## config.mk

```make
export PLATFORM = sky130hd
export DESIGN_NAME = scalar_kalman_filter_top_flat
export DESIGN_NICKNAME = d
export VERILOG_FILES = /design/src/hdl/skf_pkg.sv /design/src/hdl/skf_intf.sv /design/src/hdl/skf_div.sv /design/src/hdl/skf_mul.sv /design/src/hdl/scalar_kalman_filter_top.sv /design/src/flat_wrapper.sv
export VERILOG_INCLUDE_DIRS = /design/src /design/src/hdl
export SDC_FILE = /design/constraint.sdc
export NUM_CORES = 2
export LEC_CHECK = 0
export ABC_AREA = 1
export BUFFER_PORTS_ARGS = -buffer_cell sky130_fd_sc_hd__buf_2
export CORE_ASPECT_RATIO = 1.2
export CORE_MARGIN = 2
export CORE_UTILIZATION = 40
export DETAILED_ROUTE_END_ITERATION = 6
export SLEW_MARGIN = 20
export SYNTH_ARGS = -nofsm -noshare
export SYNTH_HDL_FRONTEND = slang
export SYNTH_HIERARCHICAL = 1
export SYNTH_SLANG_ARGS = --single-unit
```

## constraint.sdc

```tcl
create_clock -name clk_i -period 14.41 [get_ports clk_i]
set_clock_uncertainty 0.1 [all_clocks]
set_input_delay 1.441 -clock clk_i [delete_from_list [all_inputs] [get_ports clk_i]]
set_output_delay 1.441 -clock clk_i [all_outputs]
set_load 0.03 [all_outputs]
```

## src/hdl/scalar_kalman_filter_top_defines.svh

```systemverilog
// Assertion macros for the scalar Kalman filter
`ifndef SCALAR_KALMAN_FILTER_TOP_DEFINES_SVH
`define SCALAR_KALMAN_FILTER_TOP_DEFINES_SVH

// plain property, checked outside reset
`define SKF_ASSERT(label, prop, msg) \
  label: assert property (@(posedge clk_i) disable iff (!rst_ni) (prop)) else $error(msg);

// implication from one cycle to the next
`define SKF_ASSERT_NEXT(label, ante, cons, msg) \
  label: assert property (@(posedge clk_i) disable iff (!rst_ni) (ante) |=> (cons)) \
    else $error(msg);

`endif

```

## src/hdl/skf_pkg.sv

```systemverilog
// Package: widths, reset values, codes and types of the scalar Kalman filter
`default_nettype none
package skf_pkg;

  localparam int FRAC_BITS = 16;
  localparam int GAIN_BITS = 16;

  localparam int EST_W  = 32;
  localparam int UNC_W  = 31;
  localparam int CFG_W  = 32;
  localparam int IDX_W  = 2;
  localparam int K_W    = GAIN_BITS + 1;
  localparam int DIFF_W = EST_W + 1;
  localparam int PROD_W = K_W + 1 + DIFF_W;
  localparam int DEN_W  = UNC_W + 1;
  localparam int REM_W  = DEN_W + 1;
  localparam int DIV_STEPS = K_W;
  localparam int CNT_W  = $clog2(DIV_STEPS);
  localparam int SUM_W  = PROD_W - GAIN_BITS + 1;

  localparam logic [K_W-1:0]   GAIN_ONE     = K_W'(64'd1 << GAIN_BITS);
  localparam logic [UNC_W-1:0] RESET_UNC    = UNC_W'(64'd1 << FRAC_BITS);
  localparam logic [UNC_W-1:0] RESET_PNOISE = UNC_W'((64'd655 << FRAC_BITS) >> 16);
  localparam logic [EST_W-1:0] RESET_EST    = '0;

  typedef enum logic [IDX_W-1:0] {
    CFG_INIT_EST   = 2'd0,
    CFG_INIT_UNC   = 2'd1,
    CFG_MEAS_NOISE = 2'd2,
    CFG_PROC_NOISE = 2'd3
  } cfg_idx_e;

  typedef enum logic {
    KIND_SAMPLE = 1'b0,
    KIND_CLEAR  = 1'b1
  } kind_e;

  typedef enum logic [2:0] {
    ST_IDLE,
    ST_DIV,
    ST_MUL_EST,
    ST_MUL_UNC,
    ST_UPD,
    ST_DONE
  } state_e;

  typedef struct packed {
    logic busy;
    logic done;
  } div_stat_t;

endpackage
`default_nettype wire

```

## src/hdl/skf_intf.sv

```systemverilog
// Channel interfaces: sample input, estimate output, register writes
`default_nettype none
interface skf_in_if;
  logic                          valid;
  logic                          ready;
  logic                          kind;
  logic signed [skf_pkg::EST_W-1:0] sample;

  modport source (output valid, output kind, output sample, input ready);
  modport sink   (input valid, input kind, input sample, output ready);
endinterface

interface skf_out_if;
  logic                          valid;
  logic                          ready;
  logic signed [skf_pkg::EST_W-1:0] estimate;

  modport source (output valid, output estimate, input ready);
  modport sink   (input valid, input estimate, output ready);
endinterface

interface skf_cfg_if;
  logic                       valid;
  logic                       ready;
  logic [skf_pkg::IDX_W-1:0]  index;
  logic [skf_pkg::CFG_W-1:0]  data;

  modport source (output valid, output index, output data, input ready);
  modport sink   (input valid, input index, input data, output ready);
endinterface
`default_nettype wire

```

## src/hdl/skf_div.sv

```systemverilog
// Restoring divider, one quotient bit per cycle, for the gain fraction
`default_nettype none
module skf_div (
  input  logic                         clk_i,
  input  logic                         rst_ni,
  input  logic                         start_i,
  input  logic [skf_pkg::UNC_W-1:0]    num_i,
  input  logic [skf_pkg::DEN_W-1:0]    den_i,
  output logic [skf_pkg::K_W-1:0]      quo_o,
  output skf_pkg::div_stat_t           stat_o
);

  logic                        busy_q;
  logic                        done_q;
  logic [skf_pkg::CNT_W-1:0]   cnt_q;
  logic [skf_pkg::REM_W-1:0]   rem_q;
  logic [skf_pkg::DEN_W-1:0]   den_q;
  logic [skf_pkg::K_W-1:0]     quo_q;
  logic [skf_pkg::REM_W-1:0]   trial;
  logic [skf_pkg::REM_W-1:0]   den_ext;
  logic                        take;
  logic [skf_pkg::REM_W-1:0]   rem_d;

  always_comb begin
    den_ext = {1'b0, den_q};
    trial   = (cnt_q == '0) ? rem_q : {rem_q[skf_pkg::REM_W-2:0], 1'b0};
    take    = (trial >= den_ext);
    rem_d   = take ? (trial - den_ext) : trial;
  end

  always_ff @(posedge clk_i or negedge rst_ni) begin
    if (!rst_ni) begin
      busy_q <= 1'b0;
      done_q <= 1'b0;
      cnt_q  <= '0;
    end else begin
      done_q <= 1'b0;
      if (start_i) begin
        busy_q <= 1'b1;
        cnt_q  <= '0;
      end else if (busy_q) begin
        cnt_q <= cnt_q + 1'b1;
        if (cnt_q == skf_pkg::CNT_W'(skf_pkg::DIV_STEPS - 1)) begin
          busy_q <= 1'b0;
          done_q <= 1'b1;
        end
      end
    end
  end

  always_ff @(posedge clk_i) begin
    if (start_i) begin
      rem_q <= skf_pkg::REM_W'(num_i);
      den_q <= den_i;
      quo_q <= '0;
    end else if (busy_q) begin
      rem_q <= rem_d;
      quo_q <= {quo_q[skf_pkg::K_W-2:0], take};
    end
  end

  assign quo_o       = quo_q;
  assign stat_o.busy = busy_q;
  assign stat_o.done = done_q;

endmodule
`default_nettype wire

```

## src/hdl/skf_mul.sv

```systemverilog
// Shared registered multiplier: unsigned gain times signed operand
`default_nettype none
module skf_mul (
  input  logic                               clk_i,
  input  logic [skf_pkg::K_W-1:0]            a_i,
  input  logic signed [skf_pkg::DIFF_W-1:0]  b_i,
  output logic signed [skf_pkg::PROD_W-1:0]  p_o
);

  logic signed [skf_pkg::PROD_W-1:0] p_q;

  always_ff @(posedge clk_i) begin
    p_q <= $signed({1'b0, a_i}) * b_i;
  end

  assign p_o = p_q;

endmodule
`default_nettype wire

```

## src/hdl/scalar_kalman_filter_top.sv

```systemverilog
// Top level: sequencer, state and registers of the scalar Kalman filter
//
// Use: words arrive on in_i (kind, sample) with valid/ready; each word gives
// one estimate word on out_o. Registers are written through cfg_i (index,
// data), which is always ready; write them only while the block is idle.
// A clear word reloads estimate and uncertainty from the registers and its
// result passes through the done state to the output register. For a sample
// word, a 17-step restoring divider forms the gain one bit per cycle, then
// one shared multiplier forms the estimate and uncertainty products one
// after the other. in_i is not ready while a word is in work, so a new
// word is taken only once the last one has left the sequencer.
// The result waits in an output register; the next word is accepted while
// it waits. If the receiver stalls, a finished word holds in the sequencer
// until the output register frees, and input stays stalled meanwhile.
// Reset: registers take their reset values, the estimate is 0 and the
// uncertainty 1.0, and no output word is pending.
`default_nettype none
`include "scalar_kalman_filter_top_defines.svh"
module scalar_kalman_filter_top (
  input  logic         clk_i,
  input  logic         rst_ni,
  skf_in_if.sink       in_i,
  skf_out_if.source    out_o,
  skf_cfg_if.sink      cfg_i
);

  skf_pkg::state_e state_q, state_d;

  logic signed [skf_pkg::EST_W-1:0]  init_est_q;
  logic [skf_pkg::UNC_W-1:0]         init_unc_q;
  logic [skf_pkg::UNC_W-1:0]         mnoise_q;
  logic [skf_pkg::UNC_W-1:0]         pnoise_q;

  logic signed [skf_pkg::EST_W-1:0]  est_q, est_d;
  logic [skf_pkg::UNC_W-1:0]         unc_q, unc_d;
  logic signed [skf_pkg::EST_W-1:0]  sample_q, sample_d;
  logic [skf_pkg::K_W-1:0]           k_q, k_d;
  logic                              out_valid_q, out_valid_d;
  logic signed [skf_pkg::EST_W-1:0]  out_est_q, out_est_d;

  logic                              in_accept;
  logic                              div_start;
  logic [skf_pkg::DEN_W-1:0]         den;
  logic [skf_pkg::K_W-1:0]           quo;
  skf_pkg::div_stat_t                div_stat;
  logic [skf_pkg::K_W-1:0]           mul_a;
  logic signed [skf_pkg::DIFF_W-1:0] mul_b;
  logic signed [skf_pkg::PROD_W-1:0] prod;
  logic signed [skf_pkg::SUM_W-1:0]  est_sum;
  logic [skf_pkg::DEN_W-1:0]         unc_sum;

  assign den       = {1'b0, unc_q} + {1'b0, mnoise_q};
  assign in_accept = in_i.valid && in_i.ready;
  assign cfg_i.ready = 1'b1;

  skf_div u_div (
    .clk_i   (clk_i),
    .rst_ni  (rst_ni),
    .start_i (div_start),
    .num_i   (unc_q),
    .den_i   (den),
    .quo_o   (quo),
    .stat_o  (div_stat)
  );

  skf_mul u_mul (
    .clk_i (clk_i),
    .a_i   (mul_a),
    .b_i   (mul_b),
    .p_o   (prod)
  );

  always_comb begin
    est_sum = skf_pkg::SUM_W'(est_q)
            + skf_pkg::SUM_W'($signed(prod[skf_pkg::PROD_W-1:skf_pkg::GAIN_BITS]));
    unc_sum = skf_pkg::DEN_W'(prod[skf_pkg::GAIN_BITS +: skf_pkg::UNC_W])
            + {1'b0, pnoise_q};
  end

  always_ff @(posedge clk_i or negedge rst_ni) begin
    if (!rst_ni) begin
      init_est_q <= skf_pkg::RESET_EST;
      init_unc_q <= skf_pkg::RESET_UNC;
      mnoise_q   <= skf_pkg::RESET_UNC;
      pnoise_q   <= skf_pkg::RESET_PNOISE;
    end else if (cfg_i.valid && cfg_i.ready) begin
      case (cfg_i.index)
        skf_pkg::CFG_INIT_EST:   init_est_q <= cfg_i.data;
        skf_pkg::CFG_INIT_UNC:   init_unc_q <= cfg_i.data[skf_pkg::UNC_W-1:0];
        skf_pkg::CFG_MEAS_NOISE: mnoise_q   <= cfg_i.data[skf_pkg::UNC_W-1:0];
        skf_pkg::CFG_PROC_NOISE: pnoise_q   <= cfg_i.data[skf_pkg::UNC_W-1:0];
        default: ;
      endcase
    end
  end

  always_ff @(posedge clk_i or negedge rst_ni) begin
    if (!rst_ni) begin
      state_q     <= skf_pkg::ST_IDLE;
      est_q       <= skf_pkg::RESET_EST;
      unc_q       <= skf_pkg::RESET_UNC;
      out_valid_q <= 1'b0;
    end else begin
      state_q     <= state_d;
      est_q       <= est_d;
      unc_q       <= unc_d;
      out_valid_q <= out_valid_d;
    end
  end

  always_ff @(posedge clk_i) begin
    sample_q  <= sample_d;
    k_q       <= k_d;
    out_est_q <= out_est_d;
  end

  always_comb begin
    state_d     = state_q;
    est_d       = est_q;
    unc_d       = unc_q;
    sample_d    = sample_q;
    k_d         = k_q;
    out_est_d   = out_est_q;
    out_valid_d = out_valid_q && !out_o.ready;
    in_i.ready  = 1'b0;
    div_start   = 1'b0;
    mul_a       = k_q;
    mul_b       = skf_pkg::DIFF_W'(sample_q) - skf_pkg::DIFF_W'(est_q);

    case (state_q)
      skf_pkg::ST_IDLE: begin
        in_i.ready = 1'b1;
        if (in_accept) begin
          if (in_i.kind == skf_pkg::KIND_CLEAR) begin
            est_d   = init_est_q;
            unc_d   = init_unc_q;
            state_d = skf_pkg::ST_DONE;
          end else begin
            sample_d  = in_i.sample;
            div_start = 1'b1;
            state_d   = skf_pkg::ST_DIV;
          end
        end
      end
      skf_pkg::ST_DIV: begin
        if (div_stat.done) begin
          k_d     = (den == '0) ? '0 : quo;
          state_d = skf_pkg::ST_MUL_EST;
        end
      end
      skf_pkg::ST_MUL_EST: begin
        state_d = skf_pkg::ST_MUL_UNC;
      end
      skf_pkg::ST_MUL_UNC: begin
        mul_a = skf_pkg::GAIN_ONE - k_q;
        mul_b = skf_pkg::DIFF_W'(unc_q);
        if (est_sum[skf_pkg::SUM_W-1:skf_pkg::EST_W-1] == '0 ||
            est_sum[skf_pkg::SUM_W-1:skf_pkg::EST_W-1] == '1) begin
          est_d = est_sum[skf_pkg::EST_W-1:0];
        end else if (est_sum[skf_pkg::SUM_W-1]) begin
          est_d = {1'b1, {(skf_pkg::EST_W-1){1'b0}}};
        end else begin
          est_d = {1'b0, {(skf_pkg::EST_W-1){1'b1}}};
        end
        state_d = skf_pkg::ST_UPD;
      end
      skf_pkg::ST_UPD: begin
        unc_d   = unc_sum[skf_pkg::UNC_W] ? '1 : unc_sum[skf_pkg::UNC_W-1:0];
        state_d = skf_pkg::ST_DONE;
      end
      skf_pkg::ST_DONE: begin
        if (!out_valid_q || out_o.ready) begin
          out_est_d   = est_q;
          out_valid_d = 1'b1;
          state_d     = skf_pkg::ST_IDLE;
        end
      end
      default: begin
        state_d = skf_pkg::ST_IDLE;
      end
    endcase
  end

  assign out_o.valid    = out_valid_q;
  assign out_o.estimate = out_est_q;

  `SKF_ASSERT(a_ready_div_idle, !in_i.ready || !div_stat.busy, "input ready while divider busy")
  `SKF_ASSERT(a_div_done_state, !div_stat.done || state_q == skf_pkg::ST_DIV, "divider done outside divide")
  `SKF_ASSERT_NEXT(a_accept_drops_ready, in_accept, !in_i.ready, "ready held after accepted word")

endmodule
`default_nettype wire

```

## src/flat_wrapper.sv

```systemverilog
// flat-port wrapper written by rule: the top's interface ports become plain ports
module scalar_kalman_filter_top_flat 
  (clk_i, rst_ni, in_i_valid, in_i_kind, in_i_sample, in_i_ready, out_o_valid, out_o_estimate, out_o_ready, cfg_i_valid, cfg_i_index, cfg_i_data, cfg_i_ready);
  skf_in_if in_i_i ();
  skf_out_if out_o_i ();
  skf_cfg_if cfg_i_i ();
  input  logic clk_i;
  input  logic rst_ni;
  input wire logic [$bits(in_i_i.valid)-1:0] in_i_valid;
  input wire logic [$bits(in_i_i.kind)-1:0] in_i_kind;
  input wire logic [$bits(in_i_i.sample)-1:0] in_i_sample;
  output wire logic [$bits(in_i_i.ready)-1:0] in_i_ready;
  output wire logic [$bits(out_o_i.valid)-1:0] out_o_valid;
  output wire logic [$bits(out_o_i.estimate)-1:0] out_o_estimate;
  input wire logic [$bits(out_o_i.ready)-1:0] out_o_ready;
  input wire logic [$bits(cfg_i_i.valid)-1:0] cfg_i_valid;
  input wire logic [$bits(cfg_i_i.index)-1:0] cfg_i_index;
  input wire logic [$bits(cfg_i_i.data)-1:0] cfg_i_data;
  output wire logic [$bits(cfg_i_i.ready)-1:0] cfg_i_ready;
  assign in_i_i.valid = in_i_valid;
  assign in_i_i.kind = in_i_kind;
  assign in_i_i.sample = in_i_sample;
  assign in_i_ready = in_i_i.ready;
  assign out_o_valid = out_o_i.valid;
  assign out_o_estimate = out_o_i.estimate;
  assign out_o_i.ready = out_o_ready;
  assign cfg_i_i.valid = cfg_i_valid;
  assign cfg_i_i.index = cfg_i_index;
  assign cfg_i_i.data = cfg_i_data;
  assign cfg_i_ready = cfg_i_i.ready;
  scalar_kalman_filter_top u_core (.clk_i(clk_i), .rst_ni(rst_ni), .in_i(in_i_i), .out_o(out_o_i), .cfg_i(cfg_i_i));
endmodule
```

; ---- Word level (Yosys, flattened, before mapping)
; Cells that the tools add are included.
[totals]
reg_bits = 413
out_inout_bits = 35
[classes]
addsub = 7
bitwise_logic = 1
n_reduce_logical = 24
mux = 34
magnitude_cmp = 1
eq_ne = 14
multipliers = 1
[op_table]
columns = op, count
row1 = $mux 31, 5
row2 = $mux 32, 4
row3 = $mux 33, 3
row4 = $add 31x31->32, 2
row5 = $pmux 32 s2, 1
row6 = $pmux 31 s2, 1
row7 = $mul 18x33->51, 1
row8 = $add 32x35->36, 1
row9 = $ge 33x32->1, 1
row10 = $sub 32x32->33, 1
row11 = $sub 33x32->33, 1
row12 = $logic_not 32->1, 1
row13 = $pmux 3 s6, 1
row14 = $mux 17, 1
row15 = $sub 17x17->17 const A, 1
row16 = $mux 1, 12
row17 = $mux 3, 4
row18 = $reduce_and 2->1, 6
row19 = $reduce_and 3->1, 4
row20 = $eq 5x5->1 const B, 2
row21 = $logic_not 5->1, 2
row22 = $mux 5, 2
row23 = $eq 3x2->1 const B, 2
row24 = $eq 3x3->1 const B, 2
row25 = other kinds (13), 21

; ---- Depth between registers and ports, before layout
[logic_depth]
ltp_word = 6
mapped_depth = 41

; ---- Cells and area by module
; Netlist, hierarchy kept.
[by_module_without_submodules]
columns = module, seq_area_each_um2, cells_per_inst, instances, area_per_inst_um2
row1 = skf_mul, 1021.0, 3041, 1, 22472.8
row2 = scalar_kalman_filter_top, 7248.2, 2637, 1, 19175.9
row3 = skf_div, 2447.3, 1013, 1, 6750.2

; ---- Worst setup path before layout
; No wires, ideal clock.
[synth_timing]
path_type = register to register
startpoint = reg u_core/est_q[0] (netlist name)
endpoint = reg u_core.u_mul.p_q, in the netlist u_core/u_mul/p_o[46]
synth_period_minus_slack_ns = 7.383
stages_incl_launch_ff = 31
required_time_ns = 14.197
setup_ns = 0.113
slack_ns = 7.027
arrival_time_ns = 7.170
cell_sequence = dfrtp_1 -> ha_1 -> fa_1 -> o21ai_1 -> a21oi_1 -> o21bai_1 -> a21o_1 -> nand4_1 -> nand3_1 -> nand2_1 -> nor2_1 -> clkbuf_1 -> clkbuf_1 -> nand2_1 -> fa_1 -> inv_1 -> fa_1 -> inv_1 -> fa_1 -> fa_1 -> fa_1 -> fa_1 -> inv_1 -> ha_1 -> a21oi_1 -> nand2_1 -> o21bai_1 -> a21oi_1 -> nand3_1 -> nand2_1 -> nand2_1
[synth_via]
elab_chain_len = 3
[synth_rtl]
columns = element, line
row1 = "start, declared", scalar_kalman_filter_top.sv:34  ; logic signed [skf_pkg::EST_W-1:0] est_q, est_d;
row2 = "start signal, assigned", scalar_kalman_filter_top.sv:100  ; est_q <= skf_pkg::RESET_EST;
row3 = "start signal, assigned", scalar_kalman_filter_top.sv:105  ; est_q <= est_d;
row4 = $sub 32x32->33, scalar_kalman_filter_top.sv:128  ; mul_b = skf_pkg::DIFF_W'(sample_q) - skf_pkg::DIFF_W'(est_q);
row5 = $mux 33, scalar_kalman_filter_top.sv:130  ; case (state_q)
row6 = via u_core.mul_b (one bit), scalar_kalman_filter_top.sv:47  ; logic signed [skf_pkg::DIFF_W-1:0] mul_b;
row7 = $mul 18x33->51, skf_mul.sv:13  ; p_q <= $signed({1'b0, a_i}) * b_i;
row8 = "end signal, assigned", skf_mul.sv:13
row9 = "end, declared", skf_mul.sv:10  ; logic signed [skf_pkg::PROD_W-1:0] p_q;
; The timed path passes the listed nets, and every way through them passes these cells.
; A chain may end at the register's enable or synchronous reset.

; ---- Worst setup path in the final report
[layout_timing]
startpoint = reg u_core/est_q[0] (netlist name)
endpoint = reg u_core.u_mul.p_q, in the netlist u_core/u_mul/p_o[39]
; The elaborated chain is that of the path after synthesis.

==> reports/results.ini <==
[status]
status=complete, no violations

[timing]
setup_viol=0
fin_crit_ns=8.698
rsz0062_at_grt=false
whs_ns=0.3535
worst_slack_ns=5.712
final.setup.tns_ns=0
fmax_mhz=115.0
worst_pin_slew_ns=1.196
drv_slew=0
fin_crit_sh=0.6036
finalHoldViolations=0
relSlewSlack=0.2005

[drt]
wirelength_met1_mm=67.39
drt_iter0_markers=3117
met3_length_mm=8.221
first_pass_iters=6
ant_nets=0
viasPerCell=5.044
wl_met2_mm=80.95
top_layer_used=met5
drt-wirelength-per-cell_um=19.73
drc=0
vias=41560
routed_wl_mm=162.6

[layout]
layout-drive-gt1-share=0.06013
multi_input_area_mm2=0.03122
stdcell_count=8239
register_area_mm2=0.01040
fillers=12370
fin_nets=7546
area_growth_pct=8.060

[flow_run]
max_cap_viol_count=0

[placed_design]
dp.cells=8153
port_buffers=105
gp_congestion=0.9654
dpl.hpwl_mm=131.7
place_ws_ns=5.859

[die]
start_util=0.4022
io_pins=107
core-area_mm2=0.1193
fp.dieH_um=383.4
die-area_mm2=0.1228
rows=139
fp.dieW_um=320.2

[worst_setup_path]
slowest_stage=nand2_1
r2r_cells=29
crit_type=register to register
cp.arrival_ns=9.10
critPathMaxStageDelay_ns=0.78
r2r-end=u_core/u_mul/p_o[39]
rr_startpoint=u_core/est_q[0]
crit_top_cell=fa_1
start_kind=register
cp-end-kind=register
r2r_slack_ns=5.71
cp_max_fo=17
required_ns=14.82

[grt]
grt_start_max_net_pins=82
grt_pass1_vias=41890
grt_pass1_wl_mm=247.9
grt_use_total=0.2655
grt_overflow=0
grt_antenna_before_repair=4

[logic_synthesis]
syn_nets=7559
synth_cells=6662
synth_area_mm2=0.04798
yosysWarnings=6
syn-mean-instance-area_um2=7.202

[clock_network]
cts.clk_slew.worst_paths_ns=0.06
cts_max_path_buffers=3
cts.repair.resized=0
clockRootBuffer=clkbuf_16
cts_buffers=45
postCtsSetupBuffers=0
h-tree-depth=2
postCtsHoldBufs=0
cts.sinks=397
tritoncts=built
clk_latency_ns=0.62

[worst_hold_path]
worstHoldStart=u_core/u_div/rem_q[31]
worstHoldEndpoint=u_core/u_div/rem_q[31]
hold_path_class=register to register
hold_path_depth=2

-- sequential cells by signal (all words and copies together) (netlist names) --
signal                 count
u_core/state_q             3
u_core/unc_q              31
u_core/sample_q           32
u_core/u_div/done_q        1
u_core/u_div/busy_q        1
u_core/pnoise_q           31
u_core/u_div/den_q        32
u_core/init_est_q         32
u_core/mnoise_q           31
u_core/out_o.valid         1
u_core/u_div/cnt_q         5
u_core/u_div/quo_o        17
u_core/u_div/rem_q        33
u_core/out_o.estimate     32
u_core/k_q                17
u_core/u_mul/p_o          35
u_core/est_q              32
u_core/init_unc_q         31
-- area by class of cell --
cell class | count | share of cell area
clock inverter | 27 | 0.007119
antenna | 2 | 0.00009653
tap | 1551 | 0.03743
timing repair buffer | 163 | 0.01870
inverter | 1517 | 0.1098
multi-input combinational | 4525 | 0.6022
clock buffer | 57 | 0.02416
sequential | 397 | 0.2005
-- cells in the final DEF, fill, tap and decap left out, drive strengths merged, types with 15 or more instances in the layout --
master and count:
nand4 39, nand2 2175, nor2 420, xnor2 59
nand3b 37, ha 284, nor3 40, inv 1516
dfxtp 54, nand3 206, buf 162, dfrtp 190
a21o 15, clkinv 19, a21oi 224, xor2 73
clkbuf 58, fa 541, o22ai 15, o21ai 285
edfxtp 144, o21bai 22
-- how the worst max path moves through the flow --
stage                                       to  slack (ns)             from
after global routing      u_core/u_mul/p_o[40]        5.26  u_core/est_q[3]
after CTS                 u_core/u_mul/p_o[39]        5.85  u_core/est_q[0]
after detailed placement  u_core/u_mul/p_o[39]        5.86  u_core/est_q[0]
final                     u_core/u_mul/p_o[39]        5.71  u_core/est_q[0]
after floorplan           u_core/u_mul/p_o[46]        7.03  u_core/est_q[0]
after global placement    u_core/u_mul/p_o[39]        5.96  u_core/est_q[0]
-- layer usage --
layer / global-route usage / up-vias
li1: - / 19850
met1: 0.3361 / 20220
met2: 0.4720 / 1209
met3: 0.02536 / 282
met4: 0.09242 / 2
met5: 0 / -
-- worst max-delay path, delay by kind of cell, from the launching register on --
kind / cells / cell delay [ns]
buffers and inverters: 3 / 0.14
and+or+nand+nor: 13 / 2.68
AOI/OAI and AO/OA: 4 / 1.02
DFF: 1 / 0.41
adders and majority gates: 9 / 4.20
-- through the flow --
step	util	instance area, µm²
finish	0.4346	51850
global route	0.4345	51840
CTS	0.4344	51820
detailed placement	0.4208	50200
global placement	0.4208	50200
floorplan	-	47980
Power is not shown: default switching activity piles up to over one toggle a cycle in this logic, so the estimate is an artifact.
